$ cat src/rtl/core/dsdb_ram.sv
`default_nettype none

module dsdb_ram #(
  parameter int WIDTH = 8,
  parameter int DEPTH = 64
) (
  input  wire logic                     clk,
  input  wire logic                     we,
  input  wire logic [$clog2(DEPTH)-1:0] waddr,
  input  wire logic [WIDTH-1:0]         wdata,
  input  wire logic [$clog2(DEPTH)-1:0] raddr,
  output logic      [WIDTH-1:0]         rdata
);

  logic [WIDTH-1:0] mem [DEPTH];

  // One write port and one registered read port.
  always_ff @(posedge clk) begin
    if (we) begin
      mem[waddr] <= wdata;
    end
    rdata <= mem[raddr];
  end

endmodule

`default_nettype wire

$ cat config.mk
export PLATFORM = sky130hd
export DESIGN_NAME = dsdb_ram
export DESIGN_NICKNAME = d
export VERILOG_FILES = /design/src/rtl/core/dsdb_ram.sv
export SDC_FILE = /design/constraint.sdc
export NUM_CORES = 1
export LEC_CHECK = 0
export BUFFER_PORTS_ARGS = -buffer_cell sky130_fd_sc_hd__buf_2
export CAP_MARGIN = 20
export CORE_ASPECT_RATIO = 0.5
export CORE_MARGIN = 2
export CORE_UTILIZATION = 45
export DETAILED_ROUTE_END_ITERATION = 8
export SLEW_MARGIN = 30
export SYNTH_ARGS = -nofsm -noshare
export SYNTH_HDL_FRONTEND = slang
export SYNTH_SLANG_ARGS = --single-unit
$ cat constraint.sdc
create_clock -name clk -period 2.5 [get_ports clk]
set_input_delay 0.5 -clock clk [delete_from_list [all_inputs] [get_ports clk]]
set_output_delay 0.5 -clock clk [all_outputs]
set_load 0.01 [all_outputs]
* Word level (Yosys, flattened, before mapping) *
Memories as Yosys holds them, arrays and structs flattened. A register that Yosys moved wholly into a read port is not among the register bits.
Cells that the tools add are included.

word-level totals
  flip-flop bits (word level) = 0
  memory bits (writable) = 512
  input port bits = 22
  output and inout bits = 8
  word-level logic and storage cells = 3
  memories = 1

operators by class
  multiplexer cells = 2

memory list
  memory  depth  bits a word  read ports  clocked after Yosys merged registers in  wr ports  RTL line  text
  mem     64     8            1           1                                        1         15        logic [WIDTH-1:0] mem [DEPTH];

operators by type and width
  kind     count
  $mux W1  2

* Logic depth before layout (Yosys ltp) *
Gate-level depths: netlist (run 1).

  depth after elaboration = 2
  mapped depth = 9
  mapped depth without buffers = 5

* Worst setup path after synthesis (run 1) *
Ideal clock, no wire load.

  kind = input to register
  from = input port raddr[1]
  to = register rdata[3], read port of mem
  setup time = 0.128 ns
  data arrival time = 2.040 ns
  data required time = 2.372 ns
  path slack = 0.332 ns
  cell stages on the path = 7
  buffers on the path = 3
  path through = buf_4 -> buf_2 -> buf_2 -> mux4_2 -> mux4_2 -> o21ai_1 -> o41ai_1

RTL lines
  element          RTL line  text
  start, declared  11        input wire logic [$clog2(DEPTH)-1:0] raddr,
  end, declared    12        output logic [WIDTH-1:0] rdata

==> results of run 1 <==
[stage by stage]
step,total power [mW],setup TNS [ps]
after floorplan,10.4,0
after global placement,10.8,-369
after detailed placement,10.9,-428
after CTS,18.3,0
after global routing,18.7,0
final,18.2,0
[cell families (layout without fill, tap and decap cells)]
group	Yosys count	in the layout	synth area share (%)
flops	520	520	77.0
buf+inv	51	243	1.57
mux	162	162	15.9
simple gates	153	153	3.39
compound gates	54	54	2.07
[routing by layer]
metal | wire, um | vias up | global-route usage (%)
met1 | 20100 | 5272 | 30.1
met4 | 905 | 0 | 4.95
met2 | 21300 | 372 | 30.4
met3 | 3540 | 70 | 4.61
met5 | 0 | - | 0
li1 | - | 4231 | -
[registers in the layout, indices dropped and copies added, names as in the netlist]
register  cells
mem         512
rdata         8
[cell usage after synthesis]
cell type,number
o32ai_1,2
a21oi_1,3
dfxtp_1,8
clkbuf_1,17
buf_12,2
o221a_2,2
nand4_1,2
a211oi_1,4
a2111oi_0,2
o311ai_1,1
and2_1,1
o2111ai_1,3
nor2b_1,14
nand2b_1,7
nor3_1,7
mux2i_1,23
o21ai_1,2
o221ai_1,8
o21ai_0,2
edfxtp_1,512
a221oi_1,6
nand4b_1,1
a22oi_1,3
nand3b_1,3
a31oi_1,1
o2bb2ai_1,3
buf_1,4
buf_4,13
mux2_2,13
nor2_1,83
nor4_1,2
nand3_1,13
o21a_1,2
buf_6,4
o22ai_1,8
mux4_2,126
nand2_1,19
or3_1,1
o41ai_1,2
buf_2,11
[cell type report]
| type | instances | area, um2 | share of cell area [%] |
|---|---|---|---|
| flip-flops and latches | 520 | 15500 | 66.1 |
| multi-input cells | 369 | 4320 | 18.4 |
| clock inverters | 34 | 415 | 1.77 |
| well taps | 588 | 736 | 3.13 |
| clock buffers | 49 | 1180 | 5.04 |
| repair buffers | 160 | 1310 | 5.56 |
[how the worst max path moves through the flow]
stage	from	end	slack (ps)	cells after the start
3_5_place_dp	raddr[0]	rdata[0]$_DFF_P_	-110	7
3_3_place_gp	raddr[0]	rdata[0]$_DFF_P_	-110	8
6_report	raddr[0]	rdata[0]$_DFF_P_	470	8
2_1_floorplan	raddr[1]	rdata[3]$_DFF_P_	330	7
5_1_grt	raddr[0]	rdata[1]$_DFF_P_	360	8
4_1_cts	raddr[0]	rdata[0]$_DFF_P_	480	8
[power groups by stage]
stage | logic (mW) | clock network (mW) | registers (mW)
6_report | 0.986 | 7.53 | 9.67
5_1_grt | 1.05 | 8.00 | 9.67
4_1_cts | 0.991 | 7.66 | 9.67
3_5_place_dp | 0.988 | 0 | 9.86
3_3_place_gp | 0.970 | 0 | 9.86
2_1_floorplan | 0.514 | 0 | 9.86
[worst max-delay path, stage by stage]
cell and delay [ps]:
clkbuf_8 270, buf_12 260, buf_4 290, mux2i_1 270, a221oi_1 120, a221oi_1 440
buf_4 210, o2bb2ai_1 70
==> flow_summary_export.csv, run 1 <==
group,metric,value,unit
outcome,status,"completed",
logic_synthesis,syn_avg_cell_area,21.5,um2
place,place_area,0.0219,mm2
layout,fin_nets,1119,
critical_path,r2r-start,"mem[44][2]$_DFFE_PP_",
logic_synthesis,syn-num-nets,962,
layout,drive_above_1_share,33.1,%
sta,grt_setup_unrepaired,"false",
layout,fill_cells,3366,
critical_path,rr_endpoint,"rdata[2]$_DFF_P_",
routing,dr.pass1.iters,6,
layout,antenna_cells,0,
logic_synthesis,synth_top_area_share,76.2,%
critical_path,worstRegToRegCells,5,
logic_synthesis,synth_cell_type_count,40,
cts,cts_resized,0,
critical_path,crit_type,"primary input to flop",
floorplan,num_rows,54,
sta,whs,363,ps
layout,syn_to_final_growth,16.5,%
floorplan,initial_core_util,45.9,%
critical_path,cp_max_fo,26,
min_path,hp-class,"primary input to flop",
critical_path,rrSetupSlack,480,ps
global_routing,grt_pass1_vias,10153,
power_and_ir_drop,pwr-share-comb,5.4,%
sta,finalSetupViolCount,0,
place,dp_hpwl,29700,um
power_and_ir_drop,p_switching,3.76,mW
layout,final_common_cell,"edfxtp_1",
power_and_ir_drop,intPower,14.4,mW
critical_path,crit_path_end_kind,"flop",
critical_path,critical_path.startpoint_type,"primary input",
min_path,hp-start,"raddr[5]",
routing,drt-wirelength-per-cell,26.7,um
layout,fin_cells,1720,
layout,post-route-util,53.5,%
critical_path,critPathArrivalTime,2480,ps
global_routing,grt_antenna_before_repair,0,
cts,cts_tree,"done",
cts,cts_buffer_depth,3,
floorplan,die_height,154,um
layout,mostFrequentLayoutCells,"512 x edfxtp_1, 126 x mux4_2, 120 x buf_4, 83 x nor2_1, 47 x clkbuf_16",
logic_synthesis,ys_seq_area_share,77.0,%
routing,antenna_left,0,
cts,clkSinkCount,520,
routing,vias_per_cell,5.78,
global_routing,grt_pass1_wl,68100,um
floorplan,chipWidth,303,um
min_path,hold_path_end,"rdata[0]$_DFF_P_",
place,pre_cts_ws,-114,ps
cts,clk_latency,560,ps
floorplan,ios,30,
cts,path_clk_slew,70,ps
logic_synthesis,synth_area_leaders,"edfxtp_1 76%, mux4_2 14%, nor2_1 1.5%",
sta,post-route-period-util,81.1,%
sta,final.setup_skew,17.7,ps
cts,clockRootBuffer,"clkbuf_16",
power_and_ir_drop,p_per_area,774,mW/mm2
logic_synthesis,syn_area,0.0202,mm2
logic_synthesis,ys_seq_elements,520,
sta,tightest_slew,841,ps
logic_synthesis,netlist_instances,940,
routing,drt_wl_total,45900,um
cts,htreeDepth,2,
min_path,hold_depth,3,
critical_path,critPathRequiredTime,2960,ps
sta,final-hold-violation-count,0,
routing,vias,9945,
floorplan,dieArea,0.0466,mm2
cts,cts_made_buffers,46,
floorplan,coreArea,0.0439,mm2
power_and_ir_drop,seq_power_share,53.2,%
power_and_ir_drop,ir_drop,453,uV
cts,holdBufCountCts,0,
sta,fmax,493,MHz
place,place_congestion,0.857,
sta,drv_slew,0,
global_routing,grt_start_max_net_pins,65,
sta,max_slew_margin,44.0,%
global_routing,grt-ovfl-total,0,
global_routing,grtUsageTotal,20.2,%
logic_synthesis,yosys.area.top_type,"edfxtp_1",
routing,initialDrtViolationCount,937,
place,port_buffers,29,
routing,drc,0,
layout,finalInstanceArea,0.0235,mm2
flow_run,drv_cap,0,
place,dp_cells,1637,
sta,fin_crit,2030,ps
sta,final.setup.worst_slack,472,ps
power_and_ir_drop,swShare,20.6,%
power_and_ir_drop,clkPwrFrac,41.4,%
cts,post_cts_buffers,0,
logic_synthesis,ys_warn_count,0,
power_and_ir_drop,power.leakage,7.56,nW
Note: power is estimated with default switching activity, not from simulation.
==> run 2, diff against run 1 <==
--- a/config.mk
+++ b/config.mk
@@ -5,6 +5,7 @@
 export SDC_FILE = /design/constraint.sdc
 export NUM_CORES = 1
 export LEC_CHECK = 0
+export ABC_AREA = 1
 export BUFFER_PORTS_ARGS = -buffer_cell sky130_fd_sc_hd__buf_2
 export CAP_MARGIN = 20
 export CORE_ASPECT_RATIO = 0.5
==> constraint.sdc (replaced) <==
create_clock -name clk -period 1.8 [get_ports clk]
set_input_delay 0.36 -clock clk [delete_from_list [all_inputs] [get_ports clk]]
set_output_delay 0.36 -clock clk [all_outputs]
set_load 0.01 [all_outputs]
==> run 2 against run 1 <==
Against the previous run: critical path depth decreased by 7; critical endpoint is now rdata[2]; register-to-register slack got worse by 20 ps; total power increased by 39%; die area increased by 5.7%; global-route usage increased by 2.1 points; cell count increased by 51%; synthesized cell count increased by 92%; worst hold slack got worse by 140 ps; sequential cell count unchanged.
==> flow_summary_export.csv, run 2 <==
group,metric,value,unit
logic_synthesis,synthMostInstantiatedCell,"nand2_1",
sta,whs,228,ps
critical_path,cp_num_cells,1,
logic_synthesis,netlist_instances,1805,
global_routing,grt_pass1_wl,82000,um
power_and_ir_drop,p_switching,5.61,mW
logic_synthesis,ys_seq_area_share,72.8,%
routing,drt_wl_total,54500,um
logic_synthesis,syn_area,0.0213,mm2
layout,final_common_cell,"nand2_1",
power_and_ir_drop,ir_drop,684,uV
routing,drc,0,
routing,vias,13944,
logic_synthesis,synth_edf_count,512,
floorplan,die_height,158,um
cts,cts_resized,0,
layout,finalInstanceArea,0.0247,mm2
critical_path,cp_max_fo,1,
global_routing,grtUsageTotal,22.3,%
sta,final.setup.worst_slack,278,ps
place,dp_cells,2520,
critical_path,crit_buf_inv,1,
global_routing,grt_antenna_before_repair,0,
layout,antenna_cells,0,
floorplan,coreArea,0.0468,mm2
routing,initialDrtViolationCount,1378,
logic_synthesis,yosys-top-cells-count,"648 x nand2_1, 512 x edfxtp_1, 439 x nand3_1, 56 x nor2_1, 37 x buf_2",
routing,dr.pass1.iters,6,
global_routing,busiest_layer,"met2",
cts,holdBufCountCts,0,
floorplan,dieArea,0.0493,mm2
place,dp_hpwl,33100,um
global_routing,grt_pass1_vias,13273,
critical_path,crit_type,"flop to primary output",
place,port_buffers,29,
min_path,hold_path_end,"rdata[4]$_DFF_P_",
layout,top_regs,"mem (512), rdata (8)",
critical_path,critPathRequiredTime,1440,ps
power_and_ir_drop,pwr-share-comb,7.1,%
logic_synthesis,ys_seq_elements,520,
sta,finalSetupViolCount,0,
sta,tightest_slew,820,ps
cts,clockRootBuffer,"clkbuf_16",
global_routing,grt_use_met3,4.44,%
critical_path,cp_cell_sequence,"buf_2",
layout,syn_to_final_growth,15.6,%
critical_path,r2r-start,"mem[26][6]$_DFFE_PP_",
critical_path,critPathMaxStageDelay,390,ps
critical_path,rr_endpoint,"rdata[6]$_DFF_P_",
floorplan,initial_core_util,45.6,%
global_routing,grt_start_max_net_pins,65,
flow_run,drv_cap,0,
layout,drive_above_1_share,13.4,%
critical_path,crit_path_end_kind,"primary output",
cts,clk_latency,580,ps
outcome,status,"completed",
sta,final.setup_skew,15.5,ps
layout,largest_reg_flops,512,
critical_path,worstRegToRegCells,8,
logic_synthesis,ys_warn_count,0,
critical_path,crit_family,"flip-flops",
sta,grt_setup_unrepaired,"false",
critical_path,rrSetupSlack,460,ps
cts,cts_made_buffers,47,
power_and_ir_drop,power.leakage,9.05,nW
power_and_ir_drop,clkPwrFrac,39.6,%
min_path,hold_depth,4,
logic_synthesis,synth_ff_type,"edfxtp_1",
global_routing,gr-usage-met2,34.4,%
place,place_area,0.0232,mm2
power_and_ir_drop,finalPower,25.2,mW
floorplan,num_rows,56,
logic_synthesis,ys_async_sr_fraction,0,%
min_path,hp-class,"primary input to flop",
cts,htreeDepth,2,
routing,vias_per_cell,5.35,
sta,drv_slew,0,
layout,mostFrequentLayoutCells,"648 x nand2_1, 512 x edfxtp_1, 439 x nand3_1, 130 x buf_4, 56 x nor2_1",
sta,post-route-period-util,84.6,%
sta,fmax,657,MHz
sta,fin_crit,1520,ps
power_and_ir_drop,intPower,19.6,mW
global_routing,grt.met1_usage,32.2,%
layout,fin_nets,1953,
power_and_ir_drop,swShare,22.3,%
global_routing,grt-ovfl-total,0,
logic_synthesis,synth_top_area_share,72.0,%
critical_path,critPathArrivalTime,1160,ps
layout,top_register,"mem",
logic_synthesis,synth_cell_type_count,16,
logic_synthesis,syn-num-nets,1827,
cts,cts_buffer_depth,3,
floorplan,ios,30,
cts,path_clk_slew,70,ps
logic_synthesis,yosys.area.top_type,"edfxtp_1",
routing,drt-wirelength-per-cell,20.9,um
cts,post_cts_buffers,0,
critical_path,slowest_stage,"dfxtp_1",
place,place_congestion,0.854,
min_path,hp-start,"raddr[4]",
routing,antenna_left,0,
power_and_ir_drop,p_per_area,1020,mW/mm2
critical_path,critical_path.startpoint_type,"flop",
layout,fin_cells,2604,
logic_synthesis,syn_avg_cell_area,11.8,um2
place,pre_cts_ws,-172,ps
floorplan,chipWidth,312,um
cts,clkSinkCount,520,
sta,max_slew_margin,45.3,%
cts,cts_tree,"done",
sta,final-hold-violation-count,0,
power_and_ir_drop,seq_power_share,53.3,%
logic_synthesis,synth_area_leaders,"edfxtp_1 72%, nand2_1 11%, nand3_1 10%",
==> run 2: worst max-delay path by stage <==
stage                                start                   end  slack [ps]
after floorplan                   waddr[1]  mem[50][0]$_DFFE_PP_        -150
after global placement            raddr[1]      rdata[6]$_DFF_P_        -160
after detailed placement          raddr[1]      rdata[6]$_DFF_P_        -170
after CTS                 rdata[7]$_DFF_P_              rdata[7]         270
after global routing      rdata[2]$_DFF_P_              rdata[2]         260
final                     rdata[2]$_DFF_P_              rdata[2]         280
==> run 2: cell families after synthesis <==
family / count (synthesis) / synth area share [%]
AND/OR/NAND/NOR: 1160 / 23.2
flip-flops: 520 / 72.8
buffers and inverters: 125 / 4.02
==> run 2: per-layer routing <==
metal,wire (um),vias up
met4,1160,0
li1,-,6604
met2,24300,502
met3,4500,77
met5,0,-
met1,24600,6761
==> run 2: power by group through the flow <==
stage               sequential, mW  clock, mW  combinational, mW
floorplan                     13.7          0              0.954
global placement              13.7          0               1.77
detailed placement            13.7          0               1.78
CTS                           13.4       10.1               1.79
global route                  13.4       10.5               1.95
finish                        13.4       9.96               1.79
==> run 2: layout make-up <==
cell class | instances | area, um2
fill | 4030 | 22100
sequential | 520 | 15500
multi-input combinational | 1160 | 5000
timing repair buffer | 190 | 1770
clock buffer | 65 | 1310
tap | 638 | 798
clock inverter | 19 | 198
inverter | 12 | 55.1
==> run 2: per-stage QoR <==
stage                     setup TNS, ps  util (%)
after global placement             -920      49.5
after CTS                             0      52.7
after detailed placement           -780      49.5
after floorplan                  -35430         -
final                                 0      52.7
after global routing                  0      52.7
