## src/rtl/core/dsdb_pkg.sv

```systemverilog
`default_nettype none

package dsdb_pkg;

  // Input word: one victim request or one replacement state update.
  typedef struct packed {
    logic        mode;
    logic [10:0] set_index;
    logic [3:0]  way;
    logic [11:0] pc_low;
    logic        hit;
    logic        rare_near_insert;
  } dsdb_in_t;

  // Output word: one per input word.
  typedef struct packed {
    logic [3:0] victim_way;
    logic       victim_was_dead;
    logic [9:0] selector_value;
  } dsdb_out_t;

  // Per-item control handed from the sequencer to the row update logic.
  typedef struct packed {
    logic mode;
    logic hit;
    logic rare;
    logic srrip_leader;
    logic brrip_leader;
  } dsdb_ctrl_t;

  typedef enum logic [1:0] {
    ST_CLEAR,
    ST_IDLE,
    ST_READ,
    ST_WRITE
  } dsdb_state_t;

  localparam int CFG_W     = 12;
  localparam int CFG_IDX_W = 1;
  localparam int SET_IN_W  = 11;
  localparam int WAY_IN_W  = 4;

  localparam logic [CFG_IDX_W-1:0] CFG_SRRIP_LEADERS = 1'b0;
  localparam logic [CFG_IDX_W-1:0] CFG_BRRIP_LEADERS = 1'b1;

  localparam logic       MODE_VICTIM  = 1'b0;
  localparam logic [1:0] RRPV_NEAR    = 2'd0;
  localparam logic [1:0] RRPV_LONG    = 2'd2;
  localparam logic [1:0] RRPV_DISTANT = 2'd3;
  localparam logic [1:0] CTR_MAX      = 2'd3;
  localparam logic [1:0] CTR_REUSED   = 2'd2;
  localparam logic [1:0] CTR_RESET    = 2'd1;
  localparam logic [CFG_W-1:0] LEADERS_RESET = 12'd16;

endpackage

`default_nettype wire

```

## src/rtl/core/dsdb_row_update.sv

```systemverilog
`default_nettype none

module dsdb_row_update
  import dsdb_pkg::*;
#(
  parameter int WAYS          = 16,
  parameter int SIG_BITS      = 6,
  parameter int SELECTOR_BITS = 10,
  localparam int WAY_W        = $clog2(WAYS),
  localparam int SIGC         = 1 << SIG_BITS,
  localparam int ROW_W        = 3 * WAYS + 2 * SIGC
) (
  input  wire dsdb_ctrl_t               ctrl,
  input  wire logic [WAY_W-1:0]         way,
  input  wire logic [SIG_BITS-1:0]      sig,
  input  wire logic [ROW_W-1:0]         row,
  input  wire logic [SELECTOR_BITS-1:0] selector,
  output logic      [ROW_W-1:0]         row_next,
  output logic      [WAY_W-1:0]         victim,
  output logic                          victim_was_dead,
  output logic      [SELECTOR_BITS-1:0] selector_next
);

  localparam logic [SELECTOR_BITS-1:0] SEL_MID = SELECTOR_BITS'(1 << (SELECTOR_BITS - 1));
  localparam logic [SELECTOR_BITS-1:0] SEL_MAX = {SELECTOR_BITS{1'b1}};

  logic [1:0] rrpv     [WAYS];
  logic       dead     [WAYS];
  logic [1:0] ctr_arr  [SIGC];
  logic [1:0] rrpv_new [WAYS];
  logic       dead_new [WAYS];
  logic [1:0] ctr_new  [SIGC];
  logic       dead_any;
  logic [WAY_W-1:0] dead_way;
  logic [WAY_W-1:0] best_way;
  logic       any3, any2, any1;
  logic [1:0] top;
  logic [1:0] lift;
  logic [1:0] ctr;
  logic       bimodal_insert;

  // Split the row into its fields and pack the new fields back.
  for (genvar i = 0; i < WAYS; i++) begin : g_ways
    assign rrpv[i] = row[2*i +: 2];
    assign dead[i] = row[2*WAYS + i];
    assign row_next[2*i +: 2]   = rrpv_new[i];
    assign row_next[2*WAYS + i] = dead_new[i];
  end
  for (genvar j = 0; j < SIGC; j++) begin : g_sigs
    assign ctr_arr[j] = row[3*WAYS + 2*j +: 2];
    assign row_next[3*WAYS + 2*j +: 2] = ctr_new[j];
  end

  assign ctr = ctr_arr[sig];

  // Priority encoders: first dead way, and first way holding the largest RRPV.
  always_comb begin
    dead_any = 1'b0;
    dead_way = '0;
    any3     = 1'b0;
    any2     = 1'b0;
    any1     = 1'b0;
    best_way = '0;
    for (int i = WAYS - 1; i >= 0; i--) begin
      if (dead[i]) begin
        dead_any = 1'b1;
        dead_way = WAY_W'(i);
      end
      any3 = any3 | (rrpv[i] == 2'd3);
      any2 = any2 | (rrpv[i] == 2'd2);
      any1 = any1 | (rrpv[i] == 2'd1);
    end
    top  = any3 ? 2'd3 : (any2 ? 2'd2 : (any1 ? 2'd1 : 2'd0));
    lift = 2'd3 - top;
    for (int i = WAYS - 1; i >= 0; i--) begin
      if (rrpv[i] == top) begin
        best_way = WAY_W'(i);
      end
    end
  end

  // Insertion policy for a fill that the reuse counter does not decide.
  always_comb begin
    if (ctrl.srrip_leader) begin
      bimodal_insert = 1'b0;
    end else if (ctrl.brrip_leader) begin
      bimodal_insert = 1'b1;
    end else begin
      bimodal_insert = selector < SEL_MID;
    end
  end

  // New row contents, victim and selector.
  always_comb begin
    for (int i = 0; i < WAYS; i++) begin
      rrpv_new[i] = rrpv[i];
      dead_new[i] = dead[i];
    end
    for (int j = 0; j < SIGC; j++) begin
      ctr_new[j] = ctr_arr[j];
    end
    selector_next   = selector;
    victim          = '0;
    victim_was_dead = 1'b0;

    if (ctrl.mode == MODE_VICTIM) begin
      if (dead_any) begin
        victim          = dead_way;
        victim_was_dead = 1'b1;
      end else begin
        // Ageing the set in one go: every way rises by the gap to distant.
        victim = best_way;
        for (int i = 0; i < WAYS; i++) begin
          rrpv_new[i] = rrpv[i] + lift;
        end
      end
    end else if (ctrl.hit) begin
      rrpv_new[way] = RRPV_NEAR;
      dead_new[way] = 1'b0;
      if (ctr != CTR_MAX) begin
        ctr_new[sig] = ctr + 2'd1;
      end
      if (ctrl.srrip_leader && selector != SEL_MAX) begin
        selector_next = selector + SELECTOR_BITS'(1);
      end
      if (ctrl.brrip_leader && selector != '0) begin
        selector_next = selector - SELECTOR_BITS'(1);
      end
    end else begin
      if (ctr >= CTR_REUSED) begin
        rrpv_new[way] = RRPV_NEAR;
      end else if (bimodal_insert) begin
        rrpv_new[way] = ctrl.rare ? RRPV_LONG : RRPV_DISTANT;
      end else begin
        rrpv_new[way] = RRPV_LONG;
      end
      dead_new[way] = 1'b1;
      if (ctr != 2'd0) begin
        ctr_new[sig] = ctr - 2'd1;
      end
    end
  end

endmodule

`default_nettype wire

```

## config.mk

```make
export PLATFORM = sky130hd
export DESIGN_NAME = dsdb_row_update
export DESIGN_NICKNAME = d
export VERILOG_FILES = /design/src/rtl/core/dsdb_pkg.sv /design/src/rtl/core/dsdb_row_update.sv
export SDC_FILE = /design/constraint.sdc
export NUM_CORES = 1
export LEC_CHECK = 0
export BUFFER_PORTS_ARGS = -buffer_cell sky130_fd_sc_hd__buf_2
export CORE_MARGIN = 4
export CORE_UTILIZATION = 30
export DETAILED_ROUTE_END_ITERATION = 12
export PLACE_DENSITY = 0.54
export SETUP_SLACK_MARGIN = 0.2
export SLEW_MARGIN = 20
export SYNTH_ARGS = -nofsm -noshare
export SYNTH_HDL_FRONTEND = slang
export SYNTH_SLANG_ARGS = --single-unit
```

## constraint.sdc

```tcl
create_clock -name vclk -period 10.4
set_input_delay 0.52 -clock vclk [all_inputs]
set_output_delay 0.52 -clock vclk [all_outputs]
set_load 0.1 [all_outputs]
```

Word level (Yosys, flattened, before mapping)
Cells that the tools add are included.

word-level totals
  bits of input ports = 201
  word-level logic and storage cells = 239
  register bits after elaboration = 0
  output and inout bits = 191

cells by class
  $lt $le $gt $ge = 6
  multiplexer cells = 85
  bitwise operators = 55
  reductions and logical operators = 6
  equal/unequal tests = 66
  $add $sub $neg = 21

operators with widths
  operator                                            number
  two-way mux 128 bit                                 4
  bitwise mux 128 bit                                 2
  two-way mux 32 bit                                  5
  two-way mux 4 bit                                   34
  == test 2 bit, second input constant                32
  bitwise OR 1 bit                                    45
  two-way mux 10 bit                                  4
  adder 2 bit                                         16
  AND 16 bit                                          2
  AND 32 bit                                          1
  bitwise mux 32 bit                                  1
  == test 2 x 1 -> 1 bit, second input constant       16
  == test 2 bit                                       16
  two-way mux 16 bit                                  2
  inverter 16 bit                                     2
  inverter 32 bit                                     1
  bitwise OR 16 bit                                   2
  two-way mux 1 bit                                   23
  binary-select mux 2 bit (select 6 bit)              1
  demux 2 bit (select 6 bit)                          1
  two-way mux 2 bit                                   6
  adder 10 x 1 -> 10 bit, second input constant       1
  less-than comparator 10 bit, second input constant  1
  inequality test 10 bit, second input constant       1
  other kinds (17)                                    20

Depth between registers and ports, before layout
  word-level depth = 38
  mapped depth = 21
  mapped depth without buffers = 15

Worst setup path after synthesis
Ideal clock, no wire load.

  path type = input port to output port
  start = input sig[0]
  end = output row_next[12]
  arrival = 5040 ps
  buffers on the path = 2
  required time = 9880 ps
  setup slack = 4840 ps
  cell stages on the path = 10
  path through = buf_6 -> mux4_2 -> nor2b_1 -> a211oi_2 -> a311oi_1 -> or4_4 -> nor4_4 -> nand2_1 -> buf_2 -> o31ai_1

between the ends
  longest elaborated chain between the ends = 8

RTL lines
  element                                                RTL line                source
  start: declaration                                     dsdb_row_update.sv:15   input wire logic [SIG_BITS-1:0] sig,
  inverter 6 -> 7 bit (not written as such)              dsdb_row_update.sv:54   assign ctr = ctr_arr[sig];
  binary-select mux 2 bit (select 6 bit)                 dsdb_row_update.sv:54
  two-way mux 2 bit (not written as such) (2 in series)  dsdb_row_update.sv:54
  greater-or-equal comparator 2 bit                      dsdb_row_update.sv:130  if (ctr >= CTR_REUSED) begin
  two-way mux 32 bit                                     dsdb_row_update.sv:130
  two-way mux 32 bit                                     dsdb_row_update.sv:117  end else if (ctrl.hit) begin
  two-way mux 32 bit                                     dsdb_row_update.sv:106  if (ctrl.mode == MODE_VICTIM) begin
  end: declaration                                       dsdb_row_update.sv:18   output logic [ROW_W-1:0] row_next,

Every way passes these cells. The select of a mux whose other input is x is not followed.

Final worst setup path
  start = input sig[0]
  end = output row_next[59]

between the ends
  longest elaborated chain between the ends = 9
  elaborated cells on any way between the ends = 19
  those cells by class = add/sub (2); order compare (2); eq/ne (1); mux (11); bitwise (1); reduce/logical (2)

RTL lines
  element                                                                              RTL line                                                               source
  inverter 6 -> 7 bit (not written as such) (*)                                        dsdb_row_update.sv:54, dsdb_row_update.sv:121, dsdb_row_update.sv:139
  binary-select mux 2 bit (select 6 bit) (tied with other cells)                       dsdb_row_update.sv:54
  two-way mux 2 bit (not written as such) / logical AND 1 bit (equally long branches)  dsdb_row_update.sv:54, dsdb_row_update.sv:121, dsdb_row_update.sv:139
  two-way mux 2 bit, on equally long branches                                          dsdb_row_update.sv:54, dsdb_row_update.sv:121, dsdb_row_update.sv:139
  subtractor 2 x 1 -> 2 bit (tied with other cells)                                    dsdb_row_update.sv:139                                                 ctr_new[sig] = ctr - 2'd1;
  bitwise mux 128 bit, on equally long branches                                        dsdb_row_update.sv:139, dsdb_row_update.sv:121
  two-way mux 128 bit, on equally long branches                                        dsdb_row_update.sv:138, dsdb_row_update.sv:120
  two-way mux 128 bit (*)                                                              dsdb_row_update.sv:117
  two-way mux 128 bit (*)                                                              dsdb_row_update.sv:106

Mark *: on every way between the ends. The rest lies on a longest branch, timed or not. The select of a mux whose other input is x is not followed.

==> run_results.csv <==
group,metric,value,unit
yosys,syn_area_per_cell,6.07,sq um
hold_path,hold_path.class,"input port to output port",
floorplan,row_count,58,
power,peakVddDrop,0.0000657,V
route,viasPerCell,6.17,
finish,finish.utilization,0.385,
route,drt_iter0_drc,1296,
worst_setup_path,crit_family,"simple AND/OR/NAND/NOR gates",
global_routing,grt_pass1_vias,10736,
finish,seq_cell_count,0,
sta,hold_viol,0,
placement,io_buffers,392,
floorplan,dieArea,28200,sq um
placement,placed_area,9680,sq um
worst_setup_path,start_kind,"input port",
yosys,synth_area,7680,sq um
worst_setup_path,crit_arrival,5640,ps
finish,final_common_cell,"buf_2",
sta,slew_headroom,0.312,
route,wl,42900,um
finish,drive_gt1_frac,0.333,
sta,rsz0062_at_grt,"false",
worst_setup_path,cp-end-kind,"output port",
floorplan,die_h,168,um
placement,hpwl,32900,um
hold_path,hold_start,"selector[4]",
finish,multi_input_area,7090,sq um
worst_setup_path,worstPathCellList,"buf_2 > nand2b_1 > buf_4 > o22ai_1 > nor4_1 > o22ai_1 > or3_1 > a211o_1 > inv_1 > ha_1 > nor3b_1 > nand2_1 > o21ai_0 > nor2_1 > buf_2",
sta,slew_violations,0,
clock_tree,cts_resized,0,
yosys,synthAdderAreaFrac,0.0326,
finish,regArea,0,sq um
worst_setup_path,critPathMaxFanout,37,
yosys,synthSimpleGateAreaFrac,0.241,
floorplan,die_w,168,um
global_routing,grt_pass1_wl,63900,um
hold_path,hold_depth,3,
clock_tree,cts.hold.buffers_added,0,
sta,finalSetupViolCount,0,
placement,dp.cells,1873,
sta,period_share,0.592,
floorplan,start_util,0.305,
finish,area.growth.synth_to_final,26.3,%
clock_tree,cts_setup_buffers,0,
sta,hold_ws,1490,ps
floorplan,design.core.area,25200,sq um
yosys,yosysSeqAreaShare,0,
yosys,synth-compound-area-share,0.467,
yosys,yosysWarnings,0,
global_routing,grt_overflow,0,
finish,nClkBuffers,0,
power,leakage,3.91,nW
power,p_per_area,81.6,nW/um^2
route,drc_errors,0,
yosys,syn_nets,1485,
worst_setup_path,required,9880,ps
hold_path,min_to,"selector_next[4]",
yosys,synth_top_family_by_area,"compound AO/OA/AOI/OAI gates",
worst_setup_path,cpMaxStageDelayCell,"nand2b_1",
finish,mostFrequentLayoutCells,"391 x buf_2, 178 x o21ai_0, 169 x nor2_1",
sta,finalCriticalPeriod,6160,ps
global_routing,antenna_found_initial,8,
finish,fin_nets,1766,
finish,stdcell_area,9700,sq um
route,postRouteAntennaNets,0,
yosys,synth_xor_area_frac,0.0126,
yosys,synth_cell_types,65,
worst_setup_path,critPathBufInv,4,
yosys,syn-instance-count,1264,
placement,gp_congestion,0.935,
route,wl_per_cell,22.9,um
run_status,status,"finished clean",
worst_setup_path,critPathKind,"input port to output port",
sta,tightest_slew,1030,ps
yosys,synthMuxAreaShare,0.167,
run,drv_cap,0,
finish,finalNonFillerCells,1879,
route,num_vias,11599,
worst_setup_path,crit_start,"sig[0]",
route,dr.pass1.iters,5,
floorplan,io_pins,392,
sta,fmax,0.162,GHz
global_routing,grt_max_degree,119,
sta,tns,0,ps
global_routing,globalRouteTotalUtil,0.278,
worst_setup_path,slowest_delay,730,ps
finish,fillers,2839,
## through the flow
step           worst slack [ps]  power (mW)
5_1_grt                    3830       0.825
6_report                   4240       0.791
4_1_cts                    4290       0.785
3_3_place_gp               4370       0.782
3_5_place_dp               4320       0.783
2_1_floorplan              4840       0.599
## report_power, final
group	internal, mW	leakage (nW)	switching, mW	total, mW
Clock	0.0000000772	0.0000380	0	0.0000000772
Combinational	0.160	3.91	0.632	0.791
Sequential	0	0	0	0
Total	0.160	3.91	0.632	0.791
## layer usage
metal  wire length, um  GRT usage
met1             16700      0.342
met2             20800      0.490
met3              3310     0.0338
met4              2070      0.113
met5                 0          0
## Yosys cell counts, types with 7 or more instances
| cell type | instances | area [sq um] |
|---|---|---|
| o21ai_0 | 178 | 891 |
| nor2_1 | 171 | 642 |
| a21oi_1 | 117 | 586 |
| clkbuf_1 | 102 | 383 |
| nand2_1 | 97 | 364 |
| mux2_2 | 74 | 833 |
| o21bai_1 | 65 | 488 |
| o311ai_0 | 64 | 561 |
| o22ai_1 | 38 | 238 |
| mux2i_1 | 29 | 290 |
| inv_1 | 28 | 105 |
| nand2b_1 | 23 | 144 |
| nand3_1 | 21 | 105 |
| ha_1 | 20 | 250 |
| buf_1 | 17 | 63.8 |
| or2_2 | 14 | 87.6 |
| nor4_1 | 13 | 81.3 |
| nor3_1 | 12 | 60.1 |
| nand4_1 | 11 | 68.8 |
| o31ai_1 | 11 | 82.6 |
| a31o_1 | 10 | 87.6 |
| and3_1 | 9 | 56.3 |
| nor2b_1 | 8 | 50.1 |
| a221oi_1 | 7 | 61.3 |
| a22oi_1 | 7 | 52.6 |
| mux4_2 | 7 | 158 |
| o21a_1 | 7 | 52.6 |
| o21ai_1 | 7 | 35.0 |
## kinds of logic after synthesis
family | count (synthesis)
compound gates | 564
fa+ha+maj | 20
mux | 110
buf+inv | 157
simple gates | 402
xor+xnor | 11
## layout make-up
cell class / instances / area share
multi-input cells: 1107 / 0.731
repair buffers: 406 / 0.213
well taps: 330 / 0.0426
inverters: 30 / 0.0116
diodes: 6 / 0.00155
## worst max-delay path by stage
stage / to / slack, ps / depth (start not counted)
2_1_floorplan: row_next[12] / 4840 / 10
3_3_place_gp: row_next[119] / 4370 / 15
3_5_place_dp: row_next[59] / 4320 / 14
4_1_cts: row_next[59] / 4290 / 15
5_1_grt: row_next[59] / 3830 / 15
6_report: row_next[59] / 4240 / 15
(Power assumes the default switching activity.)
